### src/hw/rtl/tts_pkg.sv
`default_nettype none
package tts_pkg;

  // tree geometry: full binary heap, root at node 1, leaves from LEAVES up
  localparam int LEAF_BITS  = 10;
  localparam int LEAVES     = 1 << LEAF_BITS;
  localparam int NODE_BITS  = LEAF_BITS + 1;
  localparam int NODES      = 2 * LEAVES;
  localparam int KEY_BITS   = 32;
  localparam int LIMIT_BITS = LEAF_BITS + 1;
  localparam int CMD_BITS   = 2;

  // stream payload widths, rounded up to whole bytes
  localparam int IN_DATA_BITS  = ((LEAF_BITS + KEY_BITS + 7) / 8) * 8;
  localparam int OUT_DATA_BITS = ((LEAF_BITS + KEY_BITS + 7) / 8) * 8;

  localparam logic [KEY_BITS-1:0]   KEY_INF     = {KEY_BITS{1'b1}};
  localparam logic [LIMIT_BITS-1:0] LIMIT_RESET = LIMIT_BITS'(LEAVES);
  localparam logic [NODE_BITS-1:0]  ROOT_NODE   = NODE_BITS'(1);

  // command codes
  localparam logic [CMD_BITS-1:0] CMD_CLEAR  = 2'd0;
  localparam logic [CMD_BITS-1:0] CMD_UPDATE = 2'd1;
  localparam logic [CMD_BITS-1:0] CMD_FIND   = 2'd2;

  // one access to the node memory
  typedef struct packed {
    logic                 we;
    logic [NODE_BITS-1:0] waddr;
    logic [KEY_BITS-1:0]  wdata;
    logic [NODE_BITS-1:0] raddr;
  } ram_req_t;

  // one result from the walker
  typedef struct packed {
    logic [LEAF_BITS-1:0] best_index;
    logic [KEY_BITS-1:0]  best_value;
    logic                 index_error;
  } res_t;

endpackage
`default_nettype wire

### src/hw/rtl/tts_walker.sv
`default_nettype none
module tts_walker import tts_pkg::*; (
  input  wire logic                  clk,
  input  wire logic                  rst,
  input  wire logic                  cmd_valid,
  output logic                       cmd_ready,
  input  wire logic [CMD_BITS-1:0]   cmd,
  input  wire logic [LEAF_BITS-1:0]  leaf,
  input  wire logic [KEY_BITS-1:0]   key,
  input  wire logic [LIMIT_BITS-1:0] limit,
  output ram_req_t                   req,
  input  wire logic [KEY_BITS-1:0]   rd_data,
  output logic                       res_valid,
  input  wire logic                  res_ready,
  output res_t                       res
);

  typedef enum logic [2:0] {
    ST_INIT, ST_IDLE, ST_CLEAR, ST_UP, ST_ROOT, ST_DOWN, ST_DONE
  } state_t;

  state_t               state, state_next;
  logic [NODE_BITS-1:0] node, node_next;
  logic [KEY_BITS-1:0]  cur, cur_next;
  logic [NODE_BITS-1:0] sweep, sweep_next;
  res_t                 res_next;

  logic [NODE_BITS-1:0] leaf_node, parent, down_node;
  logic [KEY_BITS-1:0]  up_min;
  logic                 in_range;

  // node arithmetic on heap indices
  assign leaf_node = {1'b1, leaf};
  assign parent    = {1'b0, node[NODE_BITS-1:1]};
  assign up_min    = (rd_data < cur) ? rd_data : cur;
  assign down_node = {node[NODE_BITS-2:0], ~(rd_data == res.best_value)};
  assign in_range  = {1'b0, leaf} < limit;

  assign cmd_ready = (state == ST_IDLE);
  assign res_valid = (state == ST_DONE);

  // next state and memory access
  always_comb begin
    state_next = state;
    node_next  = node;
    cur_next   = cur;
    sweep_next = sweep;
    res_next   = res;
    req.we     = 1'b0;
    req.waddr  = sweep;
    req.wdata  = KEY_INF;
    req.raddr  = ROOT_NODE;
    case (state)
      ST_INIT, ST_CLEAR: begin
        req.we     = 1'b1;
        sweep_next = sweep + NODE_BITS'(1);
        if (sweep == {NODE_BITS{1'b1}}) begin
          if (state == ST_INIT) begin
            state_next = ST_IDLE;
          end else begin
            res_next.best_value = KEY_INF;
            res_next.best_index = '0;
            state_next          = ST_DONE;
          end
        end
      end
      ST_IDLE: begin
        if (cmd_valid) begin
          res_next.index_error = 1'b0;
          case (cmd)
            CMD_CLEAR: begin
              sweep_next = '0;
              state_next = ST_CLEAR;
            end
            CMD_UPDATE: begin
              if (in_range) begin
                req.we     = 1'b1;
                req.waddr  = leaf_node;
                req.wdata  = key;
                req.raddr  = {leaf_node[NODE_BITS-1:1], ~leaf_node[0]};
                node_next  = leaf_node;
                cur_next   = key;
                state_next = ST_UP;
              end else begin
                res_next.index_error = 1'b1;
                state_next           = ST_ROOT;
              end
            end
            CMD_FIND: begin
              state_next = ST_ROOT;
            end
            default: begin
              state_next = ST_ROOT;
            end
          endcase
        end
      end
      ST_UP: begin
        // write the parent as min of the two children, fetch its sibling
        req.we    = 1'b1;
        req.waddr = parent;
        req.wdata = up_min;
        cur_next  = up_min;
        node_next = parent;
        if (parent == ROOT_NODE) begin
          res_next.best_value = up_min;
          req.raddr           = {ROOT_NODE[NODE_BITS-2:0], 1'b0};
          state_next          = ST_DOWN;
        end else begin
          req.raddr = {parent[NODE_BITS-1:1], ~parent[0]};
        end
      end
      ST_ROOT: begin
        res_next.best_value = rd_data;
        node_next           = ROOT_NODE;
        req.raddr           = {ROOT_NODE[NODE_BITS-2:0], 1'b0};
        state_next          = ST_DOWN;
      end
      ST_DOWN: begin
        // left child equal to the root minimum wins, else go right
        if (down_node[NODE_BITS-1]) begin
          res_next.best_index = down_node[LEAF_BITS-1:0];
          state_next          = ST_DONE;
        end else begin
          node_next = down_node;
          req.raddr = {down_node[NODE_BITS-2:0], 1'b0};
        end
      end
      ST_DONE: begin
        if (res_ready) begin
          state_next = ST_IDLE;
        end
      end
      default: begin
        state_next = ST_IDLE;
      end
    endcase
  end

  // state and registered results
  always_ff @(posedge clk) begin
    if (rst) begin
      state <= ST_INIT;
      sweep <= '0;
    end else begin
      state <= state_next;
      sweep <= sweep_next;
    end
    node <= node_next;
    cur  <= cur_next;
    res  <= res_next;
  end

endmodule
`default_nettype wire

### config.mk
export PLATFORM = sky130hd
export DESIGN_NAME = tts_walker
export DESIGN_NICKNAME = d
export VERILOG_FILES = /design/src/hw/rtl/tts_pkg.sv /design/src/hw/rtl/tts_walker.sv
export SDC_FILE = /design/constraint.sdc
export NUM_CORES = 1
export LEC_CHECK = 0
export BUFFER_PORTS_ARGS = -buffer_cell sky130_fd_sc_hd__buf_4
export CAP_MARGIN = 20
export CORE_MARGIN = 10
export CORE_UTILIZATION = 34
export CTS_CLUSTER_DIAMETER = 40
export DETAILED_ROUTE_END_ITERATION = 12
export SETUP_SLACK_MARGIN = 0.2
export SYNTH_ARGS = -nofsm -noshare
export SYNTH_HDL_FRONTEND = slang
export SYNTH_SLANG_ARGS = --single-unit
export TNS_END_PERCENT = 50
### constraint.sdc
create_clock -name clk -period 6.6 [get_ports clk]
set_input_delay 0.66 -clock clk [delete_from_list [all_inputs] [get_ports clk]]
set_output_delay 0.66 -clock clk [all_outputs]
set_load 0.1 [all_outputs]
Yosys cells after proc, flatten, opt, wreduce, memory -nomap -nowiden
Index checks and enable logic that the tools add are counted.
{ "totals": {"latchBits": 0, "n_memories": 0, "mem_bits_rw": 0, "regBits": 100, "wordCells": 88, "inputBits": 91, "romBits": 0} }
{ "classes": {"multipliers": 0, "shift": 0, "n_div": 0, "n_eq_ne": 20, "reduce_logical": 17, "n_bitwise": 3, "magnitude_cmp": 2, "n_mux": 37, "n_addsub": 1} }
{ "ops": {"columns": ["op", "n"], "rows": [
  ["2-to-1 mux 55 bit", 3],
  ["2-to-1 mux 32 bit", 5],
  ["one-hot mux 32 bit (3 select lines)", 1],
  ["one-hot mux 11 bit (4 select lines)", 2],
  ["one-hot mux 43 bit (2 select lines)", 1],
  ["2-to-1 mux 42 bit", 2],
  ["2-to-1 mux 11 bit", 7],
  ["one-hot mux 32 bit (2 select lines)", 1],
  ["== test 32 bit", 1],
  ["less-than comparator 32 bit", 1],
  ["one-hot mux 11 bit (2 select lines)", 1],
  ["2-to-1 mux 3 bit", 7],
  ["2-to-1 mux 10 bit", 2],
  ["one-hot mux 10 bit (2 select lines)", 1],
  ["one-hot mux 3 bit (6 select lines)", 1],
  ["AND reduction 4 bit", 4],
  ["inequality test 2 bit (second input constant)", 6],
  ["adder 11 x 1 -> 11 bit (second input constant)", 1],
  ["== test 11 bit (second input constant)", 1],
  ["less-than comparator 10 x 11 -> 1 bit", 1],
  ["== test 10 x 1 -> 1 bit (second input constant)", 1],
  ["AND reduction 5 bit", 2],
  ["== test 3 bit (second input constant)", 3],
  ["inequality test 2 x 1 -> 1 bit (second input constant)", 4],
  ["other kinds (16)", 21]
]} }

Longest topological paths before layout
{ "logic_depth": {"depth_word": 5, "ltp_mapped": 10} }

Worst setup path before layout
No wires, ideal clock.
{ "synth_timing": {"path_kind": "input port to output port", "start": "input limit[6]", "end": "output req[0] (netlist bit)", "stages": 8, "arrival_time_ns": 4.354, "path_buffers": 1, "path_slack_ns": 1.586, "cell_sequence": "inv_1 ha_1 nand3_1 o31a_1 o211ai_1 nor2_1 clkbuf_1 a211oi_1"} }
{ "synth_rtl": {"columns": ["element", "line", "rtl"], "rows": [
  ["from (decl)", "tts_walker.sv:10", "input wire logic [LIMIT_BITS-1:0] limit,"],
  ["to (decl)", "tts_walker.sv:11", "output ram_req_t req,"]
]} }

==> results_dict.tcl <==
set metrics [dict create \
    rsz0062_at_grt "no" \
    combPwrFrac 0.124 \
    cts_hold_buf 0 \
    layout-drive-gt1-share 0.2754 \
    required_ns 5.94 \
    p_leak_nw 3.582 \
    num_io_pins 191 \
    ys_async_sr_fraction 0 \
    ys_seq_elements 100 \
    synth.most_common_cell "a21oi_1" \
    avgSynthCellArea_um2 9.096 \
    synth_xor_xnor_area_share 0.04534 \
    drt-total-wl_mm 26.96 \
    cts_tree "yes" \
    synth-compound-area-share 0.2587 \
    power.density_nw_per_um2 157.7 \
    finClkSkew_ns 0.007085 \
    hold_ws_ns 0.5003 \
    overflow 0 \
    hold_viol 0 \
    insertion_delay_ns 0.36 \
    numCtsBuffers 9 \
    end_kind "primary output" \
    drtAntennaViolNets 0 \
    coreArea_um2 21150 \
    initial_core_util 0.3470 \
    drc_errors 0 \
    cts_setup_buffers 0 \
    synthesis.area_um2 7341 \
    ys_seq_area_frac 0.3900 \
    syn_nets 939 \
    criticalPathCategory "in -> out" \
    antennaDiodeCount 0 \
    gp_congestion 0.8767 \
    slew_viol_final 0 \
    synth.top_cell.area_share 0.3518 \
    max-clock-path-buffers 2 \
    worstMarginPinSlew_ns 1.119 \
    drv_cap 0 \
    fin_util 0.4416 \
    clockRootBuffer "clkbuf_16" \
    postSynthCellCount 807 \
    clk_pin_slew_ns 0.07 \
    worstPathMaxFanout 34 \
    synth_area_leader_cell "edfxtp_1" \
    synth-edff-count 86 \
    die-height_um 166.9 \
    synth_fa_ha_area_frac 0.06988 \
    min_path_type "in -> reg" \
    synth.area.top_cells "edfxtp_1, ha_1, a21oi_1, o221a_2, xor2_1" \
    power_frac_clock 0.412 \
    max_slew_margin 0.2540 \
    htreeDepth 3 \
    p_int_mw 1.123 \
    fin_ws_ns 2.231 \
    setup_viol 0 \
    max_clock_freq_mhz 228.9 \
    yosys.area_share.simple 0.1776 \
    dp_slack_ns 2.219 \
    cts_resized 0 \
    first_pass_iters 5 \
    ys_warn_count 0 \
    rows 53 \
    status "finished, final reports clean" \
    power_frac_seq 0.464 \
    synth_top_family_by_area "compound AO/OA/AOI/OAI gates" \
    cp-start-kind "input port" \
    wl_per_cell_um 21.72 \
    worstPathArrival_ns 3.71 \
    grt_start_max_net_pins 40 \
    irDropWorstVdd_v 0.0001182 \
    cts_sinks 100 \
    synth_common_cells "a21oi_1, edfxtp_1, nor2_1, clkbuf_1, inv_1" \
    synthMuxAreaShare 0 \
    die_area_um2 27870 \
    fin_crit_ns 4.369 \
    fin_nets 1095 \
    grt_pass1_vias 6953 \
    antenna_found_initial 0 \
    synthFlopType "edfxtp_1" \
    dr_total_vias 7207 \
    synth_cell_types 53 \
    power_switching_uw 349.6 \
    track_usage 0.1837 \
    swShare 0.2373 \
    setup-tns-final_ns 0 \
    place_hpwl_mm 19.72 \
    port_buffers 190 \
    period_share 0.6619 \
    viasPerCell 5.807 \
    grt_pass1_wl_mm 41.42 \
    dieWidth_um 166.9 \
    drt-initial-drc-count 729 \
    syn_to_final_growth_pct 27.25 \
]
[critical path, cell delays in order]
cell	delay [ns]
buf_4	0.13
ha_1	0.33
nand4_1	0.15
or3_4	0.17
o22ai_1	0.14
o41a_4	0.68
o21ai_4	0.89
o211a_1	0.24
buf_4	0.29
[kinds of logic after synthesis]
| kind of cell | count (synthesis) |
|---|---|
| DFF | 100 |
| buffers and inverters | 106 |
| and+or+nand+nor | 257 |
| AOI/OAI and AO/OA | 265 |
| xor gates and xnor gates | 38 |
| adders and majority gates | 41 |
[through the flow]
stage                     cells  total power, mW  cell area [µm²]
after global routing       1241            1.520             9341
after floorplan             807           0.7843             7341
final                      1241            1.473             9341
after detailed placement   1225           0.8785             8981
after global placement     1225           0.8765             8981
after CTS                  1239            1.480             9309
[state kept, by name (all words and copies together), names as in the netlist]
signal / cells
cur: 32
state: 3
sweep: 11
res: 43
node: 11
[power by group through the flow]
stage          logic, mW  clock network, mW  registers, mW
2_1_floorplan     0.0873                  0          0.697
3_3_place_gp       0.179                  0          0.698
3_5_place_dp       0.181                  0          0.698
4_1_cts            0.182              0.615          0.683
5_1_grt            0.201              0.636          0.683
6_report           0.183              0.606          0.684
[routing by layer]
layer / global-route usage / wire (µm)
met1: 0.2504 / 12210
met4: 0.06262 / 623
met5: 0 / 0
met2: 0.2831 / 12350
met3: 0.03577 / 1773
[cells in the final DEF (no fill, tap or decap), types with 3 or more instances in the layout]
cell       count
a21oi_1       86
nor3_1        33
a21o_1         6
o21ai_0       44
buf_4        203
ha_1          41
a31oi_1       34
dfxtp_1       14
bufinv_16      3
or2_2          4
or3_1          5
o21a_1         4
nand4_1       43
nand3_1        6
inv_1         46
nor2_1        82
nor2b_1        6
nor4_1        10
edfxtp_1      86
nand2b_1      10
and3_1        21
xor2_1        38
a211oi_1       8
a221o_1       24
nand2_1       26
clkbuf_16      9
o221a_2       33
[final cells by class]
type | count | area, µm²
fill | 2047 | 11810
sequential | 100 | 2863
multi-input combinational | 601 | 4078
clock buffer | 9 | 225.2
clock inverter | 5 | 102.6
timing repair buffer | 205 | 1556
inverter | 46 | 172.7
tap | 275 | 344.1
[final timing paths]
path / from / to / slack, ns / cells past startpoint
max: rd_data[15] / req[11] / 2.23 / 9
min: rst / sweep[1]$_SDFFE_PP0P_ / 0.50 / 2
max reg2reg: cur[15]$_DFFE_PP_ / res[7]$_DFFE_PP_ / 3.27 / 8
min reg2reg: sweep[9]$_SDFFE_PP0P_ / sweep[9]$_SDFFE_PP0P_ / 0.51 / 2
Note: power is estimated with default switching activity, not from simulation.
